===== config.mk =====
export PLATFORM = sky130hd
export DESIGN_NAME = base64url_stream_decoder
export DESIGN_NICKNAME = d
export VERILOG_FILES = /design/src/design/b64d_pkg.sv /design/src/design/b64d_front.sv /design/src/design/b64d_queue.sv /design/src/design/b64d_back.sv /design/src/design/base64url_stream_decoder.sv
export SDC_FILE = /design/constraint.sdc
export NUM_CORES = 1
export LEC_CHECK = 0
export BUFFER_PORTS_ARGS = -buffer_cell sky130_fd_sc_hd__buf_2
export CAP_MARGIN = 5
export CORE_MARGIN = 1.5
export CORE_UTILIZATION = 42
export CTS_BUF_LIST = sky130_fd_sc_hd__clkbuf_8
export DETAILED_ROUTE_END_ITERATION = 12
export GPL_ROUTABILITY_DRIVEN = 0
export HOLD_SLACK_MARGIN = 0.08
export SYNTH_ARGS = -nofsm -noshare
export SYNTH_HDL_FRONTEND = slang
export SYNTH_HIERARCHICAL = 1
export SYNTH_SLANG_ARGS = --single-unit

===== constraint.sdc =====
create_clock -name clk -period 2.65 [get_ports clk]
set_clock_uncertainty 0.15 [all_clocks]
set_input_delay 0.1325 -clock clk [delete_from_list [all_inputs] [get_ports clk]]
set_output_delay 0.1325 -clock clk [all_outputs]
set_load 0.03 [all_outputs]

===== src/design/b64d_pkg.sv =====
package b64d_pkg;

	localparam int unsigned QUEUE_DEPTH = 2;

	localparam logic [7:0] PAD_CHAR = 8'h3D;

	localparam logic [1:0] STATUS_OK       = 2'd0;
	localparam logic [1:0] STATUS_BAD_LEN  = 2'd1;
	localparam logic [1:0] STATUS_BAD_CHAR = 2'd2;

	typedef enum logic [1:0] {
		KIND_ALPHA,
		KIND_PAD,
		KIND_BAD
	} char_kind_t;

	// One classified character word as it travels from the front to the back.
	typedef struct packed {
		char_kind_t  kind;
		logic [5:0]  sextet;
		logic        last;
	} char_item_t;

	function automatic char_item_t classify(input logic [7:0] c, input logic last);
		char_item_t item;
		item.kind   = KIND_ALPHA;
		item.sextet = '0;
		item.last   = last;
		if (c >= 8'h41 && c <= 8'h5A) begin
			item.sextet = 6'(c - 8'h41);
		end else if (c >= 8'h61 && c <= 8'h7A) begin
			item.sextet = 6'(c - 8'h61 + 8'd26);
		end else if (c >= 8'h30 && c <= 8'h39) begin
			item.sextet = 6'(c - 8'h30 + 8'd52);
		end else if (c == 8'h2D) begin
			item.sextet = 6'd62;
		end else if (c == 8'h5F) begin
			item.sextet = 6'd63;
		end else if (c == PAD_CHAR) begin
			item.kind = KIND_PAD;
		end else begin
			item.kind = KIND_BAD;
		end
		return item;
	endfunction

endpackage


===== src/design/b64d_front.sv =====
module b64d_front (
	input  logic                   clk,
	input  logic                   arst_n,
	input  logic                   in_valid,
	output logic                   in_ready,
	input  logic [7:0]             char_code,
	input  logic                   end_of_message,
	output logic                   push_valid,
	input  logic                   push_ready,
	output b64d_pkg::char_item_t   push_item
);

	logic                 valid_s1;
	b64d_pkg::char_item_t item_s1;
	logic                 accept;

	// The stage takes a new word whenever it is empty or its word moves on.
	assign in_ready   = !valid_s1 || push_ready;
	assign accept     = in_valid && in_ready;
	assign push_valid = valid_s1;
	assign push_item  = item_s1;

	always_ff @(posedge clk or negedge arst_n) begin
		if (!arst_n) begin
			valid_s1 <= 1'b0;
		end else if (in_ready) begin
			valid_s1 <= in_valid;
		end
	end

	always_ff @(posedge clk) begin
		if (accept) begin
			item_s1 <= b64d_pkg::classify(char_code, end_of_message);
		end
	end

endmodule


===== src/design/b64d_queue.sv =====
module b64d_queue #(
	parameter int unsigned Depth = b64d_pkg::QUEUE_DEPTH
) (
	input  logic                   clk,
	input  logic                   arst_n,
	input  logic                   push_valid,
	output logic                   push_ready,
	input  b64d_pkg::char_item_t   push_item,
	output logic                   pop_valid,
	input  logic                   pop,
	output b64d_pkg::char_item_t   pop_item
);

	localparam int unsigned PtrW = (Depth > 1) ? $clog2(Depth) : 1;
	localparam int unsigned CntW = $clog2(Depth + 1);
	localparam logic [PtrW-1:0] LastPtr = PtrW'(Depth - 1);
	localparam logic [CntW-1:0] FullCnt = CntW'(Depth);

	b64d_pkg::char_item_t entries_q [Depth];
	logic [PtrW-1:0]      wr_ptr_q;
	logic [PtrW-1:0]      rd_ptr_q;
	logic [CntW-1:0]      count_q;
	logic                 do_push;
	logic                 do_pop;

	assign push_ready = (count_q != FullCnt);
	assign pop_valid  = (count_q != '0);
	assign pop_item   = entries_q[rd_ptr_q];
	assign do_push    = push_valid && push_ready;
	assign do_pop     = pop && pop_valid;

	always_ff @(posedge clk or negedge arst_n) begin
		if (!arst_n) begin
			wr_ptr_q <= '0;
			rd_ptr_q <= '0;
			count_q  <= '0;
		end else begin
			if (do_push) begin
				wr_ptr_q <= (wr_ptr_q == LastPtr) ? '0 : wr_ptr_q + 1'b1;
			end
			if (do_pop) begin
				rd_ptr_q <= (rd_ptr_q == LastPtr) ? '0 : rd_ptr_q + 1'b1;
			end
			if (do_push && !do_pop) begin
				count_q <= count_q + 1'b1;
			end else if (do_pop && !do_push) begin
				count_q <= count_q - 1'b1;
			end
		end
	end

	always_ff @(posedge clk) begin
		if (do_push) begin
			entries_q[wr_ptr_q] <= push_item;
		end
	end

	assert property (@(posedge clk) disable iff (!arst_n) count_q <= FullCnt)
		else $error("queue fill count above its depth");

endmodule


===== src/design/b64d_back.sv =====
module b64d_back (
	input  logic                   clk,
	input  logic                   arst_n,
	input  logic                   item_valid,
	output logic                   pop,
	input  b64d_pkg::char_item_t   item,
	output logic                   out_valid,
	input  logic                   out_ready,
	output logic [7:0]             byte_out,
	output logic                   byte_ok,
	output logic                   message_done,
	output logic [1:0]             status
);

	logic [5:0] leftover_bits_q;
	logic [2:0] leftover_count_q;
	logic [1:0] length_mod_four_q;
	logic [1:0] pad_run_q;
	logic       pad_pending_q;
	logic       bad_q;

	logic       out_valid_q;
	logic [7:0] byte_out_q;
	logic       byte_ok_q;
	logic       done_q;
	logic [1:0] status_q;

	logic [5:0]  bits_n;
	logic [2:0]  count_n;
	logic [1:0]  len_n;
	logic [1:0]  run_n;
	logic        pending_n;
	logic        bad_n;
	logic [11:0] buf_w;
	logic [3:0]  cnt_w;
	logic [5:0]  mask_w;
	logic [7:0]  byte_w;
	logic        byte_ok_w;
	logic [1:0]  status_w;
	logic        has_result;

	// The output register frees up when empty or when its word is taken.
	assign pop = item_valid && (!out_valid_q || out_ready);

	always_comb begin
		bits_n    = leftover_bits_q;
		count_n   = leftover_count_q;
		len_n     = length_mod_four_q + 2'd1;
		run_n     = pad_run_q;
		pending_n = pad_pending_q;
		bad_n     = bad_q;
		buf_w     = {leftover_bits_q, item.sextet};
		cnt_w     = {1'b0, leftover_count_q} + 4'd6;
		mask_w    = '0;
		byte_w    = '0;
		byte_ok_w = 1'b0;
		status_w  = b64d_pkg::STATUS_OK;

		if (item.kind == b64d_pkg::KIND_PAD) begin
			pending_n = 1'b1;
			run_n     = pad_run_q + 2'd1;
		end else begin
			// A character after padding turns the padding into bad characters.
			if (pad_pending_q) begin
				bad_n     = 1'b1;
				pending_n = 1'b0;
				run_n     = '0;
			end
			if (item.kind == b64d_pkg::KIND_BAD) begin
				bad_n = 1'b1;
			end else begin
				if (cnt_w >= 4'd8) begin
					cnt_w     = cnt_w - 4'd8;
					byte_w    = 8'(buf_w >> cnt_w);
					byte_ok_w = 1'b1;
				end
				count_n = cnt_w[2:0];
				for (int i = 0; i < 6; i++) begin
					mask_w[i] = (3'(i) < count_n);
				end
				bits_n = buf_w[5:0] & mask_w;
			end
		end

		if (2'(len_n - run_n) == 2'd1) begin
			status_w = b64d_pkg::STATUS_BAD_LEN;
		end else if (bad_n) begin
			status_w = b64d_pkg::STATUS_BAD_CHAR;
		end
		has_result = byte_ok_w || item.last;
	end

	always_ff @(posedge clk or negedge arst_n) begin
		if (!arst_n) begin
			leftover_bits_q   <= '0;
			leftover_count_q  <= '0;
			length_mod_four_q <= '0;
			pad_run_q         <= '0;
			pad_pending_q     <= 1'b0;
			bad_q             <= 1'b0;
			out_valid_q       <= 1'b0;
		end else begin
			if (pop) begin
				out_valid_q <= has_result;
				if (item.last) begin
					leftover_bits_q   <= '0;
					leftover_count_q  <= '0;
					length_mod_four_q <= '0;
					pad_run_q         <= '0;
					pad_pending_q     <= 1'b0;
					bad_q             <= 1'b0;
				end else begin
					leftover_bits_q   <= bits_n;
					leftover_count_q  <= count_n;
					length_mod_four_q <= len_n;
					pad_run_q         <= run_n;
					pad_pending_q     <= pending_n;
					bad_q             <= bad_n;
				end
			end else if (out_ready) begin
				out_valid_q <= 1'b0;
			end
		end
	end

	always_ff @(posedge clk) begin
		if (pop && has_result) begin
			byte_out_q <= byte_w;
			byte_ok_q  <= byte_ok_w;
			done_q     <= item.last;
			status_q   <= item.last ? status_w : b64d_pkg::STATUS_OK;
		end
	end

	assign out_valid    = out_valid_q;
	assign byte_out     = byte_out_q;
	assign byte_ok      = byte_ok_q;
	assign message_done = done_q;
	assign status       = status_q;

	assert property (@(posedge clk) disable iff (!arst_n)
		!leftover_count_q[0] && leftover_count_q <= 3'd6)
		else $error("leftover bit count is odd or above six");

	assert property (@(posedge clk) disable iff (!arst_n)
		!pad_pending_q |-> pad_run_q == '0)
		else $error("padding run counted without pending padding");

	assert property (@(posedge clk) disable iff (!arst_n)
		pop && item.last |=> length_mod_four_q == '0 && !bad_q && !pad_pending_q
			&& leftover_count_q == '0)
		else $error("message state not cleared after the final word");

endmodule


===== src/design/base64url_stream_decoder.sv =====
// Channel | Handshake            | Payload
// in      | in_valid, in_ready   | char_code, end_of_message
// out     | out_valid, out_ready | byte_out, byte_ok, message_done, status
//
// One character word is taken per cycle while out_ready stays high.
// A word passes the classify stage, the queue and the decode register, in that order.
// Reset clears the stream state, the queue and both valid flags at once.
// A stall at the output fills the queue and then the classify stage,
// after which in_ready falls; no word is lost or repeated.
module base64url_stream_decoder #(
	parameter int unsigned QueueDepth = b64d_pkg::QUEUE_DEPTH
) (
	input  logic       clk,
	input  logic       arst_n,
	input  logic       in_valid,
	output logic       in_ready,
	input  logic [7:0] char_code,
	input  logic       end_of_message,
	output logic       out_valid,
	input  logic       out_ready,
	output logic [7:0] byte_out,
	output logic       byte_ok,
	output logic       message_done,
	output logic [1:0] status
);

	logic                 push_valid;
	logic                 push_ready;
	b64d_pkg::char_item_t push_item;
	logic                 pop_valid;
	logic                 pop;
	b64d_pkg::char_item_t pop_item;

	b64d_front u_front (
		.clk            (clk),
		.arst_n         (arst_n),
		.in_valid       (in_valid),
		.in_ready       (in_ready),
		.char_code      (char_code),
		.end_of_message (end_of_message),
		.push_valid     (push_valid),
		.push_ready     (push_ready),
		.push_item      (push_item)
	);

	b64d_queue #(
		.Depth (QueueDepth)
	) u_queue (
		.clk        (clk),
		.arst_n     (arst_n),
		.push_valid (push_valid),
		.push_ready (push_ready),
		.push_item  (push_item),
		.pop_valid  (pop_valid),
		.pop        (pop),
		.pop_item   (pop_item)
	);

	b64d_back u_back (
		.clk          (clk),
		.arst_n       (arst_n),
		.item_valid   (pop_valid),
		.pop          (pop),
		.item         (pop_item),
		.out_valid    (out_valid),
		.out_ready    (out_ready),
		.byte_out     (byte_out),
		.byte_ok      (byte_ok),
		.message_done (message_done),
		.status       (status)
	);

endmodule


---- After elaboration in Yosys (flattened, before gate mapping) ----
Memories as Yosys holds them, arrays and structs flattened.
Index checks and enable logic that the tools add are counted.
storage, ports and cells
  flip-flop bits (word level) ............. 42
  logic and storage cells ................. 122
  memories ................................ 1
  memory bits (writable) .................. 18
  output and inout port bits .............. 14
  input bits .............................. 13
memories
  name               words  width  rd ports  clocked after Yosys merged registers in  wr ports  line              text
  u_queue.entries_q  2      9      1         0                                        1         b64d_queue.sv:19  b64d_pkg::char_item_t entries_q [Depth];
cells by class
  muxes and demuxes ....................... 38
  $add $sub $neg .......................... 14
  shifts and indexed selects .............. 1
  reduce and logical (&&, ||, !) cells .... 24
  equal/unequal tests ..................... 9
  bitwise logic cells ..................... 3
  $lt $le $gt $ge ......................... 13
operators by type and width
  kind                 number
  $mux 6               8
  $mux 3               6
  $eq 8x6->1 const B   2
  $ge 8x7->1 const B   2
  $le 8x7->1 const B   2
  $mux 1               16
  $mux 2               8
  $shr 12x4->8         1
  $sub 6x6->6 const B  2
  $logic_and 1x1->1    10
  $eq 8x7->1 const B   1
  $ge 8x6->1 const B   1
  $le 8x6->1 const B   1
  $add 2x1->2 const B  3
  $add 6x5->6 const B  1
  $add 6x6->6 const B  1
  $and 6x6->6          1
  $lt 1x3->1 const A   2
  $lt 2x3->1 const A   2
  $lt 3x3->1 const A   2
  $reduce_bool 2->1    3
  $sub 6x1->6 const B  1
  $reduce_or 5->1      1
  $add 3x3->4 const B  1
  15 further kinds     24

---- Longest topological paths before layout ----
  depth in word-level cells ............... 10
  mapped depth ............................ 10
  mapped depth without buffers ............ 9

---- Hierarchy ----
Netlist, hierarchy kept.
by module, submodules not included
  module      sequential area each (um^2)  instances  cells an instance  area each (um^2)
  b64d_back   735.7                        1          140                1537.7
  b64d_front  295.3                        1          107                967.2
  b64d_queue  640.6                        1          46                 860.8

---- Least setup slack after synthesis ----
OpenSTA, ideal clock, no wires.
  path type ............................... register to register
  from .................................... register u_queue.rd_ptr_q
  to ...................................... register u_back.byte_ok_q (netlist: u_back/byte_ok) (enable)
  path buffers ............................ 2
  data arrival time ....................... 1.922 ns
  path slack .............................. 0.198 ns
  clock period less this slack ............ 2.452 ns
  stages on the path, launching flop included .. 9
  setup time .............................. 0.380 ns
  data required time ...................... 2.120 ns
  cells stage by stage .................... dfrtp_1 > buf_4 > mux2_2 > xnor2_2 > nand2b_1 > buf_4 > inv_1 > nor2_1 > nor2_1
RTL lines
  element                 line              text
  from (decl)             b64d_queue.sv:21  logic [PtrW-1:0] rd_ptr_q;
  from (signal assigned)  b64d_queue.sv:42  rd_ptr_q <= (rd_ptr_q == LastPtr) ? '0 : rd_ptr_q + 1'b1;
  to (signal assigned)    b64d_back.sv:129  byte_ok_q <= byte_ok_w;
  to (decl)               b64d_back.sv:24   logic byte_ok_q;

==> results.json <==
{
  "synth_compound_area_share_pct": 12.60,
  "grt.overflow.total": 0,
  "ys.flop_type": "edfxtp_1",
  "tns_ns": 0,
  "setup_violations": 0,
  "synth-edff-count": 39,
  "cts_setup_buffers": 0,
  "min_period_ns": 2.480,
  "status": "completed",
  "worstPathArrival_ns": 2.41,
  "dpl.hpwl_um": 4248,
  "wl_um": 5938,
  "yosysWarnings": 6,
  "syn-cell-area_um2": 3366,
  "timing.fmax_ghz": 0.4033,
  "synthXorXnorAreaFrac_pct": 4.126,
  "cts-buffers-inserted": 9,
  "initial_core_util_pct": 43.56,
  "hold_viol": 0,
  "ys_async_sr_fraction_pct": 33.90,
  "io_buffers": 26,
  "ys_seq_area_share_pct": 49.67,
  "ff2ff_path_depth": 9,
  "grt_antenna_before_repair": 0,
  "ioPinCount": 27,
  "clkSinkCount": 59,
  "p_leak_nw": 1.516,
  "vdd_drop_max_mv": 0.3765,
  "yosys_register_bits": 59,
  "finalPower_mw": 4.284,
  "min_path_type": "primary input to register",
  "synthTopCellsByArea": "edfxtp_1 35%, dfrtp_1 15%, ha_1 5.6%, mux2_2 3.7%, nand2_1 2.7%",
  "area_growth_pct": 13.87,
  "die_x_um": 92.52,
  "worstPathMaxFanout": 5,
  "cp.required_ns": 2.58,
  "vias": 2265,
  "p_per_area_nw_per_um2": 1118,
  "slew_headroom_pct": 48.83,
  "die_height_um": 92.52,
  "final-max-slew-violation-count": 0,
  "grt_util_all_layers_pct": 15.27,
  "via_per_inst": 5.195,
  "postLayoutCellArea_um2": 3832,
  "wl_per_cell_um": 13.62,
  "ctsRootBufferMaster": "clkbuf_8",
  "num-fill-cells": 714,
  "htree_levels": 3,
  "cts_tree": "done",
  "synth_area_per_cell_um2": 11.49,
  "clockBufferDepth": 2,
  "rsz0062_at_grt": "false",
  "start_kind": "register",
  "final_nets": 357,
  "drt_pass1_iterations": 4,
  "timing.final.crit_share_pct": 93.58,
  "grt_pass1_wl_um": 10070,
  "synthMuxAreaShare_pct": 8.067,
  "cts_resized": 0,
  "tightest_slew_ns": 0.7647,
  "syn-num-nets": 321,
  "clk_pin_slew_worst_paths_ns": 0.07,
  "synthSimpleGateAreaFrac_pct": 16.02,
  "drive_above_1_share_pct": 23.05,
  "synth-adder-area-share_pct": 5.874,
  "postSynthCellCount": 293,
  "ant_nets": 0,
  "critical_path_class": "register to register",
  "grt_max_degree": 21,
  "synth_top_family_by_area": "simple AND/OR/NAND/NOR gates",
  "grt_pass1_vias": 2145,
  "crit_path_end_kind": "register",
  "drv_cap": 0,
  "insertion_delay_ns": 0.32,
  "fp-row-count": 32,
  "dpl_cell_area_um2": 3598,
  "synth_top_area_cell": "edfxtp_1",
  "synth_top_area_share_pct": 34.80,
  "yosys.cell_types.count": 62,
  "dieArea_um2": 8560,
  "diodes": 0,
  "whs_path_depth": 3,
  "drc_errors": 0,
  "coreArea_um2": 7727,
  "initialDrtViolationCount": 57
}
per-stage QoR:
step	hold WS, ns	setup slack, ns	utilization, %	std cells
6_report	0.1363	0.1702	49.60	436
5_1_grt	0.1359	0.03234	49.60	436
4_1_cts	0.1148	0.1655	49.60	436
3_5_place_dp	-0.02278	0.1873	46.57	415
3_3_place_gp	-0.01977	0.2635	46.57	415
2_1_floorplan	-0.3131	0.1980	-	293
state kept, by name, indices dropped and copies added, names as in the netlist, 2 cells and up:
| register | count |
|---|---|
| u_queue/entries_q | 18 |
| u_front/push_item | 9 |
| u_back/byte_out | 8 |
| u_back/leftover_bits_q | 6 |
| u_back/leftover_count_q | 2 |
| u_back/length_mod_four_q | 2 |
| u_back/pad_run_q | 2 |
| u_back/status | 2 |
| u_queue/count_q | 2 |
final timing paths:
kind / end / slack [ns] / startpoint
worst max-delay path: u_back/status[1] / 0.17 / u_queue/rd_ptr_q
worst min-delay path: u_front/push_item[4] / 0.14 / char_code[1]
worst max register to register: u_back/status[1] / 0.17 / u_queue/rd_ptr_q
worst min register to register: u_queue/entries_q[1][6] / 0.29 / u_front/push_item[6]
max in group asynchronous: u_back/leftover_bits_q[1] / 1.86 / arst_n
min in group asynchronous: u_back/pad_run_q[1] / 0.15 / arst_n
kinds of logic after synthesis:
group | Yosys count
buffers and inverters | 26
multiplexers | 20
XOR/XNOR | 15
adder cells (fa/ha/maj) | 16
AND/OR/NAND/NOR | 98
flip-flops | 59
AO/OA/AOI/OAI | 59
report_power, final:
part | switching (mW) | total, mW | internal (mW)
combinational | 1.17 | 1.97 | 0.799
sequential | 0.159 | 1.56 | 1.40
clock | 0.335 | 0.757 | 0.422
synthesized netlist by cell type, types with 3 or more instances:
library cell	number
edfxtp_1	39
nand2_1	24
dfrtp_1	20
nor2_1	17
ha_1	15
a21oi_1	14
o21ai_0	14
inv_1	13
mux2_2	11
nand2b_1	11
nand3_1	10
nor2b_1	9
xnor2_1	9
nor3_1	6
buf_2	5
xor2_1	5
mux2i_1	4
nand4_1	4
a22oi_1	3
clkbuf_1	3
mux4_2	3
o211ai_1	3
o31ai_1	3
worst max-delay path, cell delays in order, from the launching register on:
cell and delay (ns):
dfrtp_1 0.42, mux2_2 0.41, nand2b_4 0.18, nand3b_1 0.10
o21ai_0 0.11, ha_1 0.20, xnor2_1 0.17, xnor2_1 0.15
xnor2_1 0.11, o221a_1 0.23
final cells by class:
type                            count  area, um2  area share, %
Clock inverter                      7      60.06          1.567
Clock buffer                        9      123.9          3.232
Tap cell                          102      127.6          3.330
Multi-Input combinational cell    208       1572          41.01
Sequential cell                    59       1672          43.62
Timing Repair Buffer               37      225.2          5.877
Inverter                           14      52.55          1.371
cells in the final DEF (no fill, tap or decap), drive strengths merged, types with 4 or more instances in the layout:
cell and n:
dfrtp 20, nand3 10, nor2b 10, nor3 7, mux2i 5, inv 15, buf 32, clkbuf 9
o21ai 15, mux4 4, nor2 17, ha 15, a21oi 16, clkinv 5, nand4 4, nand2 25
o211ai 4, mux2 11, edfxtp 39, xor2 5, dlygate4sd3 5, nand2b 13, xnor2 10
per-layer routing:
metal  routed length, um  vias up  track usage, %
li1                    -     1150               -
met1                2772     1067           18.62
met2                2887       44           24.82
met3                 207        4           4.023
met4                  70        0           7.821
met5                   0        -               0
timing repair:
| action | in CTS | in global routing |
|---|---|---|
| hold buffers | 5 | 0 |
| hold endpoints to repair | 24 | 0 |
| endpoints found under the setup margin | 0 | 0 |
Power figures use the tool's default switching activity.
